File: config.mk
export PLATFORM = sky130hd
export DESIGN_NAME = orbit_camera_position_core
export DESIGN_NICKNAME = d
export VERILOG_FILES = /design/src/hw/rtl/ocp_pkg.sv /design/src/hw/rtl/ocp_cordic.sv /design/src/hw/rtl/orbit_camera_position_core.sv
export SDC_FILE = /design/constraint.sdc
export NUM_CORES = 2
export LEC_CHECK = 0
export BUFFER_PORTS_ARGS = -buffer_cell sky130_fd_sc_hd__buf_4
export CAP_MARGIN = 15
export CORE_AREA = 10 10 439 441
export DETAILED_ROUTE_END_ITERATION = 7
export DIE_AREA = 0 0 449 451
export PLACE_DENSITY_LB_ADDON = 0.05
export REMOVE_ABC_BUFFERS = 1
export SLEW_MARGIN = 20
export SYNTH_ARGS = -nofsm -noshare
export SYNTH_HDL_FRONTEND = slang
export SYNTH_SLANG_ARGS = --single-unit
File: constraint.sdc
create_clock -name clk -period 32.1 [get_ports clk]
set_clock_uncertainty 0.05 [all_clocks]
set_input_delay 6.42 -clock clk [delete_from_list [all_inputs] [get_ports clk]]
set_output_delay 6.42 -clock clk [all_outputs]
set_load 0.02 [all_outputs]
File: src/hw/rtl/ocp_pkg.sv
// ----------------------------------------------------------------------------
// ocp_pkg: shared types and constants of the orbit camera position core
// Wrap thresholds, angle limits, register and opcode names, CORDIC table.
// ----------------------------------------------------------------------------
package ocp_pkg;

	// event opcodes
	localparam logic [1:0] OP_MOVE   = 2'd0;
	localparam logic [1:0] OP_WHEEL  = 2'd1;
	localparam logic [1:0] OP_RESYNC = 2'd2;
	localparam logic [1:0] OP_OTHER  = 2'd3;

	// configuration register indexes
	localparam int unsigned CFG_IDX_W = 3;
	localparam logic [CFG_IDX_W-1:0] CFG_MOUSE_GAIN    = 3'd0;
	localparam logic [CFG_IDX_W-1:0] CFG_WHEEL_GAIN    = 3'd1;
	localparam logic [CFG_IDX_W-1:0] CFG_RADIUS_MIN    = 3'd2;
	localparam logic [CFG_IDX_W-1:0] CFG_RADIUS_MAX    = 3'd3;
	localparam logic [CFG_IDX_W-1:0] CFG_START_RADIUS  = 3'd4;
	localparam logic [CFG_IDX_W-1:0] CFG_START_AZIMUTH = 3'd5;
	localparam logic [CFG_IDX_W-1:0] CFG_START_POLAR   = 3'd6;

	// cursor wrap window, Q0.16
	localparam logic [15:0] WRAP_LOW  = 16'd6554;
	localparam logic [15:0] WRAP_HIGH = 16'd58982;

	// polar clamp, Q0.16 turns
	localparam logic signed [26:0] POLAR_MIN = 27'sd33;
	localparam logic signed [26:0] POLAR_MAX = 27'sd32735;

	// position saturation, Q12.4
	localparam logic signed [16:0] POS_MIN = -17'sd65536;
	localparam logic signed [16:0] POS_MAX = 17'sd65535;

	// CORDIC: Q2.30 datapath, Q0.32 angle, 1/K start value
	localparam int unsigned CORDIC_W = 34;
	localparam int unsigned ATAN_ENTRIES = 24;
	localparam logic signed [CORDIC_W-1:0] CORDIC_X0 = 34'sd652032874;

	typedef struct packed {
		logic               done;
		logic signed [32:0] sin_v;
		logic signed [32:0] cos_v;
	} cordic_res_t;

	// atan(2^-i) in Q0.32 turns
	function automatic logic [31:0] atan_turn(input logic [4:0] idx);
		logic [31:0] v;
		case (idx)
			5'd0:  v = 32'h20000000;
			5'd1:  v = 32'h12E4051D;
			5'd2:  v = 32'h09FB385B;
			5'd3:  v = 32'h051111D4;
			5'd4:  v = 32'h028B0D43;
			5'd5:  v = 32'h0145D7E1;
			5'd6:  v = 32'h00A2F61E;
			5'd7:  v = 32'h00517C55;
			5'd8:  v = 32'h0028BE53;
			5'd9:  v = 32'h00145F2E;
			5'd10: v = 32'h000A2F98;
			5'd11: v = 32'h000517CC;
			5'd12: v = 32'h00028BE6;
			5'd13: v = 32'h000145F3;
			5'd14: v = 32'h0000A2F9;
			5'd15: v = 32'h0000517C;
			5'd16: v = 32'h000028BE;
			5'd17: v = 32'h0000145F;
			5'd18: v = 32'h00000A2F;
			5'd19: v = 32'h00000517;
			5'd20: v = 32'h0000028B;
			5'd21: v = 32'h00000145;
			5'd22: v = 32'h000000A2;
			5'd23: v = 32'h00000051;
			default: v = 32'h0;
		endcase
		return v;
	endfunction

	// returns {wrapped, coordinate}
	function automatic logic [16:0] wrap_coord(input logic [15:0] v);
		logic [16:0] r;
		if (v < WRAP_LOW) begin
			r = {1'b1, WRAP_HIGH};
		end else if (v > WRAP_HIGH) begin
			r = {1'b1, WRAP_LOW};
		end else begin
			r = {1'b0, v};
		end
		return r;
	endfunction

endpackage

File: src/hw/rtl/ocp_cordic.sv
// ----------------------------------------------------------------------------
// ocp_cordic: iterative rotation-mode CORDIC, one micro-rotation per cycle
// Q0.16 turn angle in, Q2.30 sine and cosine out with a done pulse.
// ----------------------------------------------------------------------------
module ocp_cordic #(
	parameter int STEPS = 16
) (
	input  logic                clk,
	input  logic                arst_n,
	input  logic                start,
	input  logic [15:0]         angle,
	output ocp_pkg::cordic_res_t res
);

	localparam int NSTEP = (STEPS < ocp_pkg::ATAN_ENTRIES) ? STEPS : ocp_pkg::ATAN_ENTRIES;
	localparam int CW    = $clog2(NSTEP);
	localparam int W     = ocp_pkg::CORDIC_W;

	logic signed [W-1:0] x_q, y_q, z_q;
	logic                flip_q, busy_q, done_q;
	logic [CW-1:0]       cnt_q;

	logic                flip_in;
	logic signed [W-1:0] z_in, xs, ys, atan_v, nx, ny, nz;

	// half-turn fold for the left half plane
	assign flip_in = angle[15] ^ angle[14];
	assign z_in    = W'($signed({angle[15] ^ flip_in, angle[14:0], 16'h0000}));

	assign xs     = x_q >>> cnt_q;
	assign ys     = y_q >>> cnt_q;
	assign atan_v = $signed({2'b00, ocp_pkg::atan_turn(5'(cnt_q))});

	always_comb begin
		if (!z_q[W-1]) begin
			nx = x_q - ys;
			ny = y_q + xs;
			nz = z_q - atan_v;
		end else begin
			nx = x_q + ys;
			ny = y_q - xs;
			nz = z_q + atan_v;
		end
	end

	always_ff @(posedge clk or negedge arst_n) begin
		if (!arst_n) begin
			busy_q <= 1'b0;
			done_q <= 1'b0;
			cnt_q  <= '0;
		end else begin
			done_q <= 1'b0;
			if (start) begin
				busy_q <= 1'b1;
				cnt_q  <= '0;
			end else if (busy_q) begin
				if (cnt_q == CW'(NSTEP - 1)) begin
					busy_q <= 1'b0;
					done_q <= 1'b1;
				end else begin
					cnt_q <= cnt_q + 1'b1;
				end
			end
		end
	end

	always_ff @(posedge clk) begin
		if (start) begin
			x_q    <= ocp_pkg::CORDIC_X0;
			y_q    <= '0;
			z_q    <= z_in;
			flip_q <= flip_in;
		end else if (busy_q) begin
			x_q <= nx;
			y_q <= ny;
			z_q <= nz;
		end
	end

	assign res.done  = done_q;
	assign res.sin_v = flip_q ? 33'(-y_q) : 33'(y_q);
	assign res.cos_v = flip_q ? 33'(-x_q) : 33'(x_q);

endmodule

File: src/hw/rtl/orbit_camera_position_core.sv
// ----------------------------------------------------------------------------
// orbit_camera_position_core: orbit camera steered by cursor and wheel
// Updates azimuth, polar angle and radius per event and returns the camera
// position on the sphere together with the wrapped cursor.
// ----------------------------------------------------------------------------
// Usage:
//   Input channel (in_valid/in_ready) takes one event beat: op, cursor,
//   wheel notches. Output channel (out_valid/out_ready) returns one result
//   beat per event: handled flag, wrap flag, wrapped cursor, position.
//   Configuration is a plain write port (cfg_we, cfg_index, cfg_data), to be
//   used while no event is in flight; start_* writes also load the state.
//   Events are handled one at a time by the sequencer, whose run time is
//   set by the single CORDIC unit, run once for the polar and once for the
//   azimuth angle, plus the single 33x33 multiplier used for gains and the
//   four products.
//   in_ready is high only while the sequencer is idle.
//   The result beat sits in its own output register, so the next event is
//   taken while it waits; if the receiver still stalls when the following
//   result is done, the sequencer holds in its final step until out_ready.
//   Reset: registers return to defaults, state loads the start values,
//   the previous cursor goes to mid-window, no beats pending.
// ----------------------------------------------------------------------------
module orbit_camera_position_core #(
	parameter int CORDIC_STEPS = 16
) (
	input  logic                               clk,
	input  logic                               arst_n,
	// configuration
	input  logic                               cfg_we,
	input  logic [ocp_pkg::CFG_IDX_W-1:0]      cfg_index,
	input  logic [15:0]                        cfg_data,
	// event input
	input  logic                               in_valid,
	output logic                               in_ready,
	input  logic [1:0]                         op,
	input  logic [15:0]                        cursor_x,
	input  logic [15:0]                        cursor_y,
	input  logic signed [7:0]                  wheel_notches,
	// result output
	output logic                               out_valid,
	input  logic                               out_ready,
	output logic                               handled,
	output logic                               cursor_wrapped,
	output logic [15:0]                        cursor_x_out,
	output logic [15:0]                        cursor_y_out,
	output logic signed [16:0]                 pos_x,
	output logic signed [16:0]                 pos_y,
	output logic signed [16:0]                 pos_z
);

	// sequencer steps
	localparam logic [3:0] S_IDLE  = 4'd0;   // wait for an event
	localparam logic [3:0] S_GAIN1 = 4'd1;   // dx*gain or notches*gain
	localparam logic [3:0] S_GAIN2 = 4'd2;   // azimuth/radius update or resync, dy*gain
	localparam logic [3:0] S_POLAR = 4'd3;   // polar and previous-cursor update
	localparam logic [3:0] S_CORP  = 4'd4;   // launch CORDIC on polar
	localparam logic [3:0] S_WAITP = 4'd5;
	localparam logic [3:0] S_CORA  = 4'd6;   // launch CORDIC on azimuth
	localparam logic [3:0] S_WAITA = 4'd7;
	localparam logic [3:0] S_MULT  = 4'd8;   // r*sin(p)
	localparam logic [3:0] S_MULY  = 4'd9;   // r*cos(p)
	localparam logic [3:0] S_MULX  = 4'd10;  // t*cos(a)
	localparam logic [3:0] S_MULZ  = 4'd11;  // t*sin(a)
	localparam logic [3:0] S_FIN   = 4'd12;  // hand result to output register

	logic [3:0] state_q;

	// configuration registers
	logic [15:0]        mouse_gain_q, radius_min_q, radius_max_q;
	logic signed [15:0] wheel_gain_q;

	// camera state
	logic [15:0] azimuth_q, polar_q, radius_q, prev_x_q, prev_y_q;

	// current event
	logic [1:0]        op_q;
	logic [15:0]       cx_q, cy_q;
	logic              wrap_q;
	logic signed [7:0] notch_q;

	// datapath
	logic signed [65:0] prod_q;
	logic signed [32:0] t_q, sin_p_q, cos_p_q, sin_a_q, cos_a_q;
	logic signed [16:0] px_q, py_q;

	// output register
	logic               out_valid_q, out_handled_q, out_wrap_q;
	logic [15:0]        out_cx_q, out_cy_q;
	logic signed [16:0] out_px_q, out_py_q, out_pz_q;

	// cursor wrap: x first, y only when x stayed inside
	logic [16:0] wx, wy;
	logic [15:0] cx_w, cy_w;
	logic        wrapped;
	logic        accept;

	assign wx      = ocp_pkg::wrap_coord(cursor_x);
	assign wy      = ocp_pkg::wrap_coord(cursor_y);
	assign cx_w    = wx[15:0];
	assign cy_w    = wx[16] ? cursor_y : wy[15:0];
	assign wrapped = wx[16] | wy[16];
	assign in_ready = (state_q == S_IDLE);
	assign accept   = in_valid & in_ready;

	// shared multiplier
	logic signed [32:0] mul_a, mul_b;
	logic signed [65:0] mul_p;
	logic signed [16:0] dx, dy;

	assign dx    = $signed({1'b0, cx_q}) - $signed({1'b0, prev_x_q});
	assign dy    = $signed({1'b0, cy_q}) - $signed({1'b0, prev_y_q});
	assign mul_p = mul_a * mul_b;

	always_comb begin
		mul_a = '0;
		mul_b = '0;
		case (state_q)
			S_GAIN1: begin
				if (op_q == ocp_pkg::OP_WHEEL) begin
					mul_a = 33'(notch_q);
					mul_b = 33'(wheel_gain_q);
				end else begin
					mul_a = 33'(dx);
					mul_b = $signed({17'b0, mouse_gain_q});
				end
			end
			S_GAIN2: begin
				mul_a = 33'(dy);
				mul_b = $signed({17'b0, mouse_gain_q});
			end
			S_MULT: begin
				mul_a = $signed({17'b0, radius_q});
				mul_b = sin_p_q;
			end
			S_MULY: begin
				mul_a = $signed({17'b0, radius_q});
				mul_b = cos_p_q;
			end
			S_MULX: begin
				mul_a = t_q;
				mul_b = cos_a_q;
			end
			S_MULZ: begin
				mul_a = t_q;
				mul_b = sin_a_q;
			end
			default: begin
				mul_a = '0;
				mul_b = '0;
			end
		endcase
	end

	// gain scaling to Q0.16, round half up
	logic signed [33:0] ang_sum;
	logic signed [25:0] ang_step;
	logic signed [26:0] polar_sum;
	logic [15:0]        polar_next;

	assign ang_sum   = prod_q[33:0] + 34'sd128;
	assign ang_step  = ang_sum[33:8];
	assign polar_sum = $signed({11'b0, polar_q}) + {ang_step[25], ang_step};

	always_comb begin
		if (polar_sum > ocp_pkg::POLAR_MAX) begin
			polar_next = ocp_pkg::POLAR_MAX[15:0];
		end else if (polar_sum < ocp_pkg::POLAR_MIN) begin
			polar_next = ocp_pkg::POLAR_MIN[15:0];
		end else begin
			polar_next = polar_sum[15:0];
		end
	end

	// radius: clamp to max, then min (min wins on conflict)
	logic signed [25:0] rad_sum;
	logic [15:0]        radius_next;

	assign rad_sum = $signed({10'b0, radius_q}) + {{2{prod_q[23]}}, prod_q[23:0]};

	always_comb begin
		if (rad_sum < $signed({10'b0, radius_min_q}) || radius_max_q < radius_min_q) begin
			radius_next = radius_min_q;
		end else if (rad_sum > $signed({10'b0, radius_max_q})) begin
			radius_next = radius_max_q;
		end else begin
			radius_next = rad_sum[15:0];
		end
	end

	// product rounding and saturation to Q12.4
	function automatic logic signed [16:0] round_sat(input logic signed [65:0] v,
			input int unsigned sh);
		logic signed [65:0] bias, r;
		bias = 66'sd1 <<< (sh - 1);
		r    = (v + bias) >>> sh;
		if (r > 66'(ocp_pkg::POS_MAX)) begin
			return ocp_pkg::POS_MAX;
		end else if (r < 66'(ocp_pkg::POS_MIN)) begin
			return ocp_pkg::POS_MIN;
		end
		return r[16:0];
	endfunction

	logic signed [65:0] t_sum;
	assign t_sum = (prod_q + 66'sd16384) >>> 15;

	// shared CORDIC
	logic                 cord_start;
	logic [15:0]          cord_angle;
	ocp_pkg::cordic_res_t cord_res;

	assign cord_start = (state_q == S_CORP) || (state_q == S_CORA);
	assign cord_angle = (state_q == S_CORP) ? polar_q : azimuth_q;

	ocp_cordic #(
		.STEPS (CORDIC_STEPS)
	) u_cordic (
		.clk    (clk),
		.arst_n (arst_n),
		.start  (cord_start),
		.angle  (cord_angle),
		.res    (cord_res)
	);

	logic out_free;
	assign out_free = !out_valid_q || out_ready;

	// control, configuration and camera state
	always_ff @(posedge clk or negedge arst_n) begin
		if (!arst_n) begin
			state_q      <= S_IDLE;
			out_valid_q  <= 1'b0;
			mouse_gain_q <= 16'd256;
			wheel_gain_q <= 16'sd16;
			radius_min_q <= 16'd16;
			radius_max_q <= 16'd65535;
			radius_q     <= 16'd1600;
			azimuth_q    <= 16'd0;
			polar_q      <= 16'd16384;
			prev_x_q     <= 16'd32768;
			prev_y_q     <= 16'd32768;
		end else begin
			// a finished result refills the output register as the old beat leaves
			if (state_q == S_FIN && out_free) begin
				out_valid_q <= 1'b1;
			end else if (out_ready) begin
				out_valid_q <= 1'b0;
			end
			case (state_q)
				S_IDLE: begin
					if (accept) begin
						if (wrapped) begin
							prev_x_q <= cx_w;
							prev_y_q <= cy_w;
						end
						state_q <= S_GAIN1;
					end
				end
				S_GAIN1: state_q <= S_GAIN2;
				S_GAIN2: begin
					case (op_q)
						ocp_pkg::OP_MOVE:   azimuth_q <= azimuth_q + ang_step[15:0];
						ocp_pkg::OP_WHEEL:  radius_q  <= radius_next;
						ocp_pkg::OP_RESYNC: begin
							prev_x_q <= cx_q;
							prev_y_q <= cy_q;
						end
						default: ;
					endcase
					state_q <= S_POLAR;
				end
				S_POLAR: begin
					if (op_q == ocp_pkg::OP_MOVE) begin
						polar_q  <= polar_next;
						prev_x_q <= cx_q;
						prev_y_q <= cy_q;
					end
					state_q <= S_CORP;
				end
				S_CORP:  state_q <= S_WAITP;
				S_WAITP: begin
					if (cord_res.done) begin
						state_q <= S_CORA;
					end
				end
				S_CORA:  state_q <= S_WAITA;
				S_WAITA: begin
					if (cord_res.done) begin
						state_q <= S_MULT;
					end
				end
				S_MULT:  state_q <= S_MULY;
				S_MULY:  state_q <= S_MULX;
				S_MULX:  state_q <= S_MULZ;
				S_MULZ:  state_q <= S_FIN;
				S_FIN: begin
					if (out_free) begin
						state_q <= S_IDLE;
					end
				end
				default: state_q <= S_IDLE;
			endcase
			if (cfg_we) begin
				case (cfg_index)
					ocp_pkg::CFG_MOUSE_GAIN:    mouse_gain_q <= cfg_data;
					ocp_pkg::CFG_WHEEL_GAIN:    wheel_gain_q <= $signed(cfg_data);
					ocp_pkg::CFG_RADIUS_MIN:    radius_min_q <= cfg_data;
					ocp_pkg::CFG_RADIUS_MAX:    radius_max_q <= cfg_data;
					ocp_pkg::CFG_START_RADIUS:  radius_q     <= cfg_data;
					ocp_pkg::CFG_START_AZIMUTH: azimuth_q    <= cfg_data;
					ocp_pkg::CFG_START_POLAR:   polar_q      <= {1'b0, cfg_data[14:0]};
					default: ;
				endcase
			end
		end
	end

	// datapath registers
	always_ff @(posedge clk) begin
		case (state_q)
			S_IDLE: begin
				if (accept) begin
					op_q    <= op;
					cx_q    <= cx_w;
					cy_q    <= cy_w;
					wrap_q  <= wrapped;
					notch_q <= wheel_notches;
				end
			end
			S_GAIN1, S_GAIN2, S_MULT: prod_q <= mul_p;
			S_WAITP: begin
				if (cord_res.done) begin
					sin_p_q <= cord_res.sin_v;
					cos_p_q <= cord_res.cos_v;
				end
			end
			S_WAITA: begin
				if (cord_res.done) begin
					sin_a_q <= cord_res.sin_v;
					cos_a_q <= cord_res.cos_v;
				end
			end
			S_MULY: begin
				t_q    <= t_sum[32:0];
				prod_q <= mul_p;
			end
			S_MULX: begin
				py_q   <= round_sat(prod_q, 30);
				prod_q <= mul_p;
			end
			S_MULZ: begin
				px_q   <= round_sat(prod_q, 45);
				prod_q <= mul_p;
			end
			S_FIN: begin
				if (out_free) begin
					out_handled_q <= (op_q == ocp_pkg::OP_MOVE) || (op_q == ocp_pkg::OP_WHEEL);
					out_wrap_q    <= wrap_q;
					out_cx_q      <= cx_q;
					out_cy_q      <= cy_q;
					out_px_q      <= px_q;
					out_py_q      <= py_q;
					out_pz_q      <= round_sat(prod_q, 45);
				end
			end
			default: ;
		endcase
	end

	assign out_valid      = out_valid_q;
	assign handled        = out_handled_q;
	assign cursor_wrapped = out_wrap_q;
	assign cursor_x_out   = out_cx_q;
	assign cursor_y_out   = out_cy_q;
	assign pos_x          = out_px_q;
	assign pos_y          = out_py_q;
	assign pos_z          = out_pz_q;

endmodule

Word-level counts from Yosys, hierarchy flattened
Memories as Yosys holds them, arrays and structs flattened.
Cells that the tools add are included.
{"block": "op_classes", "order_cmp": 13, "addsub": 18, "reduce_logical": 26, "shifts": 2, "bitwise_logic": 4, "mux": 74, "eq_ne": 29, "multipliers": 1}
{"operator": "16-bit 2-to-1 mux", "count": 26}
{"operator": "33-bit case mux with 6 select lines", "count": 1}
{"operator": "17-bit 2-to-1 mux", "count": 11}
{"operator": "34-bit 2-to-1 mux", "count": 5}
{"operator": "33-bit 2-to-1 mux", "count": 4}
{"operator": "33-bit case mux with 4 select lines", "count": 1}
{"operator": "16-bit case mux with 3 select lines", "count": 2}
{"operator": "34-bit adder", "count": 2}
{"operator": "34-bit by 4-bit >>> shifter with 34-bit output", "count": 2}
{"operator": "34-bit subtractor", "count": 2}
{"operator": "66-bit by 31-bit adder with 66-bit output (second input constant)", "count": 1}
{"operator": "66-bit by 46-bit adder with 66-bit output (second input constant)", "count": 1}
{"operator": "33-bit by 33-bit multiplier with 66-bit output", "count": 1}
{"operator": "33-bit negation", "count": 2}
{"operator": "4-bit case mux with 13 select lines", "count": 1}
{"operator": "48-bit by 16-bit adder with 48-bit output (second input constant)", "count": 1}
{"operator": "36-bit by 17-bit > comparator with 1-bit output (second input constant)", "count": 1}
{"operator": "36-bit by 17-bit < comparator with 1-bit output (second input constant)", "count": 1}
{"operator": "34-bit by 33-bit adder with 34-bit output", "count": 1}
{"operator": "34-bit by 8-bit adder with 34-bit output (second input constant)", "count": 1}
{"operator": "16-bit by 16-bit subtractor with 17-bit output", "count": 2}
{"operator": "34-bit by 33-bit subtractor with 34-bit output", "count": 1}
{"operator": "16-bit > comparator (second input constant)", "count": 2}
{"operator": "16-bit by 13-bit < comparator with 1-bit output (second input constant)", "count": 2}
{"operator": "40 further kinds", "count": 93}
{"block": "totals", "out_inout_bits": 87, "memories": 1, "rom_bits": 480, "register_bits": 651, "word_cells": 207, "input_bits": 66}
{"name": "(no name shown)", "words": 16, "word_bits": 30, "read_ports": 1, "rd_ports_with_merged_regs": 0, "wr": 0, "line_no": "ocp_pkg.sv:49", "rtl": "case (idx)"}

Depth between registers and ports, before layout
{"block": "depth", "depth_word": 9, "ltp_mapped": 45}

Hierarchy
A second synthesis with hierarchy kept.
{"block": "unflattened", "cells_unflattened": 8723, "area_unflattened_um2": 82345.2}
{"mod": "orbit_camera_position_core", "area_each_um2": 66142.2, "n_inst": 1, "cells_per_inst": 6690}
{"mod": "ocp_cordic", "area_each_um2": 16203.0, "n_inst": 1, "cells_per_inst": 2033}

Worst setup path after synthesis
OpenSTA, ideal clock, no wires.
{"block": "synth_timing", "path_type": "input-to-reg", "startpoint": "input out_ready", "endpoint": "register out_wrap_q, in the netlist cursor_wrapped (enable)", "slack_ps": 20913, "arrival_time_ps": 10581, "cell_stages": 2, "cell_sequence": "inv_1 a21oi_1"}
{"block": "synth_between", "elab_chain_cells": 2}
{"item": "start: declaration", "line_no": "orbit_camera_position_core.sv:41", "rtl": "input logic out_ready,"}
{"item": "1-bit logical OR", "line_no": "orbit_camera_position_core.sv:226", "rtl": "assign out_free = !out_valid_q || out_ready;"}
{"item": "2-bit AND reduction (no line)"}
{"item": "end signal: assignment", "line_no": "orbit_camera_position_core.sv:358", "rtl": "out_wrap_q <= wrap_q;"}
{"item": "end: declaration", "line_no": "orbit_camera_position_core.sv:87", "rtl": "logic out_valid_q, out_handled_q, out_wrap_q;"}
No other way between the ends.
A chain may end at the register's enable or synchronous reset.

Worst setup path after layout
{"block": "layout_timing", "startpoint": "register cx_q[0]", "endpoint": "register prod_q[63], data pin"}
{"block": "layout_between", "elab_chain_cells": 4}
{"item": "start: declaration", "line_no": "orbit_camera_position_core.sv:77", "rtl": "logic [15:0] cx_q, cy_q;"}
{"item": "start signal: assignment", "line_no": "orbit_camera_position_core.sv:324", "rtl": "cx_q <= cx_w;"}
{"item": "16-bit by 16-bit subtractor with 17-bit output", "line_no": "orbit_camera_position_core.sv:110", "rtl": "assign dx = $signed({1'b0, cx_q}) - $signed({1'b0, prev_x_q});"}
{"item": "33-bit 2-to-1 mux", "line_no": "orbit_camera_position_core.sv:119", "rtl": "if (op_q == ocp_pkg::OP_WHEEL) begin"}
{"item": "33-bit case mux with 4 select lines", "line_no": "orbit_camera_position_core.sv:117", "rtl": "case (state_q)"}
{"item": "33-bit by 33-bit multiplier with 66-bit output", "line_no": "orbit_camera_position_core.sv:112", "rtl": "assign mul_p = mul_a * mul_b;"}
{"item": "named net mul_p[63]", "line_no": "orbit_camera_position_core.sv:107", "rtl": "logic signed [65:0] mul_p;"}
{"item": "end signal: assignment", "line_no": "orbit_camera_position_core.sv:330", "rtl": "S_GAIN1, S_GAIN2, S_MULT: prod_q <= mul_p;"}
{"item": "end signal: assignment", "line_no": "orbit_camera_position_core.sv:345", "rtl": "prod_q <= mul_p;"}
{"item": "end signal: assignment", "line_no": "orbit_camera_position_core.sv:349", "rtl": "prod_q <= mul_p;"}
{"item": "end: declaration", "line_no": "orbit_camera_position_core.sv:82", "rtl": "logic signed [65:0] prod_q;"}
The timed path passes the listed nets, and every way through them passes these cells.

==> metrics.txt <==
# TYPE chip_impl_metric gauge
chip_impl_metric{name="maxCapViolCount",unit=""} 0
chip_impl_info{name="kind_of_cell_adding_the_most_delay_to_the_critical_path",value="adder cells"} 1
chip_impl_metric{name="route.antenna.remaining_nets",unit=""} 0
chip_impl_info{name="combinational_family_with_the_most_area_after_synthesis",value="adder cells"} 1
chip_impl_metric{name="comb_power_share",unit="%"} 63.9
chip_impl_metric{name="drc_errors",unit=""} 0
chip_impl_metric{name="power_per_cell_area",unit="mW/mm^2"} 74.72
chip_impl_metric{name="crit_path_setup_slack_layout",unit="ps"} 19600
chip_impl_metric{name="layout.filler_cells",unit=""} 17630
chip_impl_info{name="topRoutingLayerUsed",value="met5"} 1
chip_impl_metric{name="synthAdderAreaFrac",unit="%"} 35.00
chip_impl_metric{name="gp_routability_congestion",unit=""} 0.9128
chip_impl_info{name="clock-root-buffer",value="clkbuf_16"} 1
chip_impl_metric{name="switching_power",unit="mW"} 3.137
chip_impl_info{name="rsz_0062_raised_after_global_routing",value="false"} 1
chip_impl_metric{name="critPathMaxFanout",unit=""} 34
chip_impl_metric{name="path_depth",unit=""} 37
chip_impl_metric{name="pwr-share-clk",unit="%"} 14.8
chip_impl_metric{name="clk_pin_slew",unit="ps"} 60
chip_impl_metric{name="post_cts_resize_count",unit=""} 0
chip_impl_metric{name="portBuffers",unit=""} 152
chip_impl_metric{name="initialDrtViolationCount",unit=""} 4883
chip_impl_metric{name="post_synth_edffs",unit=""} 412
chip_impl_metric{name="clk-insertion-delay-late",unit="ps"} 750
chip_impl_metric{name="cts_setup_buffers",unit=""} 0
chip_impl_metric{name="number_of_ports_placed_on_the_die_boundary",unit=""} 153
chip_impl_metric{name="core",unit="sq mm"} 0.1842
chip_impl_metric{name="post-route-period-util",unit="%"} 38.94
chip_impl_metric{name="fraction_of_final_layout_cells_sized_beyond_drive_strength_1",unit="%"} 8.808
chip_impl_metric{name="dr_total_vias",unit=""} 63080
chip_impl_metric{name="final_design_area_no_fill",unit="sq mm"} 0.08907
chip_impl_info{name="worst_setup_path_end_kind",value="register"} 1
chip_impl_metric{name="syn_avg_cell_area",unit="sq um"} 9.391
chip_impl_metric{name="period_minus_slack",unit="ps"} 12500
chip_impl_metric{name="data_arrival_at_the_endpoint_of_the_critical_path",unit="ps"} 12950
chip_impl_metric{name="chipWidth",unit="um"} 449
chip_impl_info{name="criticalPathCategory",value="reg2reg"} 1
chip_impl_metric{name="totalWireLength",unit="mm"} 269.8
chip_impl_metric{name="clock_sink_count",unit=""} 651
chip_impl_metric{name="cp_slowest_stage_delay",unit="ps"} 710
chip_impl_metric{name="num_rows",unit=""} 158
chip_impl_metric{name="yosys.area_share.xor_xnor",unit="%"} 5.038
chip_impl_info{name="synth-main-ff-cell",value="edfxtp_1"} 1
chip_impl_metric{name="yosysTopAreaCellShare",unit="%"} 28.07
chip_impl_metric{name="met3RoutedLength",unit="mm"} 17.85
chip_impl_info{name="start_kind",value="register"} 1
chip_impl_metric{name="synthSimpleGateAreaFrac",unit="%"} 13.80
chip_impl_info{name="status",value="completed"} 1
chip_impl_metric{name="numCtsBuffers",unit=""} 82
chip_impl_metric{name="max-clock-path-buffers",unit=""} 3
chip_impl_metric{name="wl_met2",unit="mm"} 121.5
chip_impl_metric{name="antenna_found_initial",unit=""} 5
chip_impl_metric{name="finish.utilization",unit="%"} 48.34
chip_impl_metric{name="synth_cell_type_count",unit=""} 101
chip_impl_metric{name="final-hold-violation-count",unit=""} 0
chip_impl_info{name="yosys.cell_count.top_type",value="inv_1"} 1
chip_impl_metric{name="worst-endpoint-required",unit="ps"} 32550
chip_impl_info{name="yosysTopAreaCell",value="fa_1"} 1
chip_impl_metric{name="timing.hold.worst_path_depth",unit=""} 0
chip_impl_metric{name="postCtsHoldBufs",unit=""} 0
chip_impl_metric{name="final-setup-viol-count",unit=""} 0
chip_impl_metric{name="crit_buf_inv",unit=""} 6
chip_impl_metric{name="reg2reg_depth",unit=""} 37
chip_impl_metric{name="final_nets",unit=""} 10360
chip_impl_metric{name="dpl.hpwl",unit="mm"} 210.1
chip_impl_info{name="tritoncts_clock_tree",value="yes"} 1
chip_impl_metric{name="yosys-mux-area-fraction",unit="%"} 5.754
chip_impl_info{name="post_synth_main_area_contributors",value="fa_1 28%, edfxtp_1 15%, ha_1 6.9%"} 1
chip_impl_metric{name="complex_gate_fraction_of_the_synthesized_area",unit="%"} 10.29
chip_impl_metric{name="place_worst_setup_slack",unit="ps"} 19730
chip_impl_metric{name="cellInternalPower",unit="mW"} 3.519
chip_impl_metric{name="timing_max_transition_violations_final",unit=""} 0
chip_impl_metric{name="route.detailed.wl_per_inst",unit="um"} 24.01
chip_impl_metric{name="leakagePower",unit="nW"} 40.60
chip_impl_metric{name="die_area",unit="sq mm"} 0.2025
chip_impl_metric{name="detailed_route_vias_per_instance",unit=""} 5.615
chip_impl_metric{name="async_reset_ff_share",unit="%"} 23.81
chip_impl_metric{name="timing.max_slew.rel_slack",unit="%"} 22.50
chip_impl_metric{name="max-vdd-ir-drop",unit="mV"} 0.09922
chip_impl_metric{name="grt_pass1_wl",unit="mm"} 415.5
chip_impl_metric{name="vias_in_the_first_global_route",unit=""} 65240
chip_impl_metric{name="placed_area",unit="sq mm"} 0.08620
chip_impl_metric{name="synth_sequential_area_ratio",unit="%"} 21.85
chip_impl_metric{name="die-height",unit="um"} 451
chip_impl_metric{name="initial_utilization",unit="%"} 44.63
chip_impl_metric{name="maxClockFrequency",unit="MHz"} 80.00
chip_impl_info{name="crit_path_top_delay_cell",value="a21oi_2"} 1
chip_impl_metric{name="power.share.sequential",unit="%"} 21.3
chip_impl_metric{name="synth_area",unit="sq mm"} 0.08222
chip_impl_info{name="synthTopCellsByCount",value="1316 x inv_1, 1161 x nand2_1, 1153 x fa_1"} 1
chip_impl_metric{name="synth-warning-count",unit=""} 0
chip_impl_metric{name="postSynthRegisterBits",unit=""} 651
chip_impl_info{name="worst_path_most_repeated_cell",value="fa_1"} 1
chip_impl_info{name="min-delay-path-class",value="reg2reg"} 1
chip_impl_metric{name="met1Wirelength",unit="mm"} 119.9
chip_impl_metric{name="globalRouteOverflowTotal",unit=""} 0
chip_impl_metric{name="fin_total_pwr",unit="mW"} 6.655
chip_impl_metric{name="cts_htree_levels",unit=""} 3
chip_impl_metric{name="power.switching_fraction",unit="%"} 47.13
chip_impl_metric{name="grt_util_all_layers",unit="%"} 26.61
chip_impl_metric{name="syn-instance-count",unit=""} 8756
chip_impl_metric{name="worst-slew-pin-transition",unit="ps"} 1163
chip_impl_metric{name="setup_tns",unit="ps"} 0
chip_impl_metric{name="grt_start_max_net_pins",unit=""} 100
chip_impl_metric{name="drt_first_pass_iters",unit=""} 6
chip_impl_metric{name="areaGrowthSynthToFinish",unit="%"} 8.328
==> through the flow <==
stage	hold slack (ps)	instances
global route	365.0	11230
CTS	366.3	11230
finish	365.5	11240
detailed placement	354.5	11080
floorplan	350.3	8284
global placement	350.8	11080
==> path summary, 6_finish.rpt <==
path | from | to | slack (ps)
min reg2reg | py_q[6]$_DFFE_PN_ | pos_y[6]$_DFFE_PP_ | 370
max in group asynchronous | arst_n | prev_x_q[12]$_DFFE_PN0P_ | 24950
min | py_q[6]$_DFFE_PN_ | pos_y[6]$_DFFE_PP_ | 370
min in group asynchronous | arst_n | azimuth_q[2]$_DFF_PN0_ | 5500
max | cx_q[0]$_DFFE_PP_ | prod_q[63]$_DFFE_PP_ | 19600
max reg2reg | cx_q[0]$_DFFE_PP_ | prod_q[63]$_DFFE_PP_ | 19600
==> routing by layer <==
| metal | vias to the layer above | global-route usage [%] |
|---|---|---|
| met2 | 2049 | 41.82 |
| met5 | - | 0 |
| met1 | 32120 | 37.33 |
| li1 | 28500 | - |
| met3 | 403 | 4.384 |
| met4 | 2 | 9.066 |
==> cells by family (layout without fill, tap and decap cells) <==
group / Yosys count / count (layout)
other: 0 / 2
buffers and inverters: 1792 / 1789
AND/OR/NAND/NOR: 2562 / 2562
AO/OA/AOI/OAI: 1309 / 1309
XOR/XNOR: 473 / 473
flip-flops: 651 / 651
multiplexers: 361 / 361
adder cells (fa/ha/maj): 1608 / 1608
==> power by group through the flow <==
| stage | Clock (mW) | Sequential [mW] | Combinational [mW] |
|---|---|---|---|
| after floorplan | 0 | 1.36 | 3.25 |
| after global routing | 1.04 | 1.44 | 4.76 |
| final | 0.982 | 1.42 | 4.25 |
| after CTS | 1.01 | 1.42 | 4.24 |
| after global placement | 0 | 1.43 | 4.18 |
| after detailed placement | 0 | 1.43 | 4.22 |
==> worst register-to-register path: cells and delay by family (launching register included) <==
family / cells / cell delay [ps]
flops: 1 / 370
fa+ha+maj: 11 / 5520
buf+inv: 6 / 860
simple gates: 2 / 270
compound gates: 18 / 5190
==> registers in the layout (all words and copies together), names as in the netlist, 17 cells and up <==
signal / cells
cos_p_q: 33
pos_z: 17
u_cordic.z_q: 34
px_q: 17
prod_q: 66
pos_y: 17
u_cordic.y_q: 34
py_q: 17
cos_a_q: 33
pos_x: 17
sin_a_q: 33
sin_p_q: 33
t_q: 33
u_cordic.x_q: 34
==> cell usage in the layout, fill, tap and decap left out, drive strengths merged, types with 28 or more instances in the layout <==
| cell type | Yosys | routed |
|---|---|---|
| and2 | 124 | 124 |
| buf | 98 | 316 |
| nor2 | 676 | 676 |
| nand3 | 128 | 128 |
| nor4 | 36 | 36 |
| ha | 455 | 455 |
| and3 | 60 | 60 |
| a21oi | 335 | 335 |
| xor2 | 181 | 181 |
| a22oi | 39 | 39 |
| clkbuf | 374 | 108 |
| a211oi | 60 | 60 |
| o31ai | 33 | 33 |
| fa | 1153 | 1153 |
| o21a | 53 | 53 |
| nand2b | 51 | 51 |
| nor3 | 105 | 105 |
| o21ai | 293 | 293 |
| nor2b | 41 | 41 |
| dfrtp | 130 | 130 |
| edfxtp | 412 | 412 |
| or3 | 54 | 54 |
| mux4 | 78 | 78 |
| a31oi | 56 | 56 |
| nand4 | 38 | 38 |
| dfxtp | 84 | 84 |
| a221o | 28 | 28 |
| mux2i | 173 | 173 |
| a21o | 142 | 142 |
| clkinv | 3 | 31 |
| mux2 | 110 | 110 |
| inv | 1317 | 1321 |
| o22ai | 40 | 40 |
| xnor2 | 292 | 292 |
| nand2 | 1161 | 1161 |
==> cell type report <==
type	instances	area, sq um	area share (%)
Multi-Input combinational cell	6313	57800	64.89
Sequential cell	651	17980	20.19
Clock inverter	45	581.8	0.6532
Tap cell	2480	3103	3.484
Antenna cell	2	5.005	0.005619
Inverter	1320	4955	5.563
Timing Repair Buffer	316	2396	2.690
Clock buffer	108	2251	2.527
Note: power is estimated with default switching activity, not from simulation.
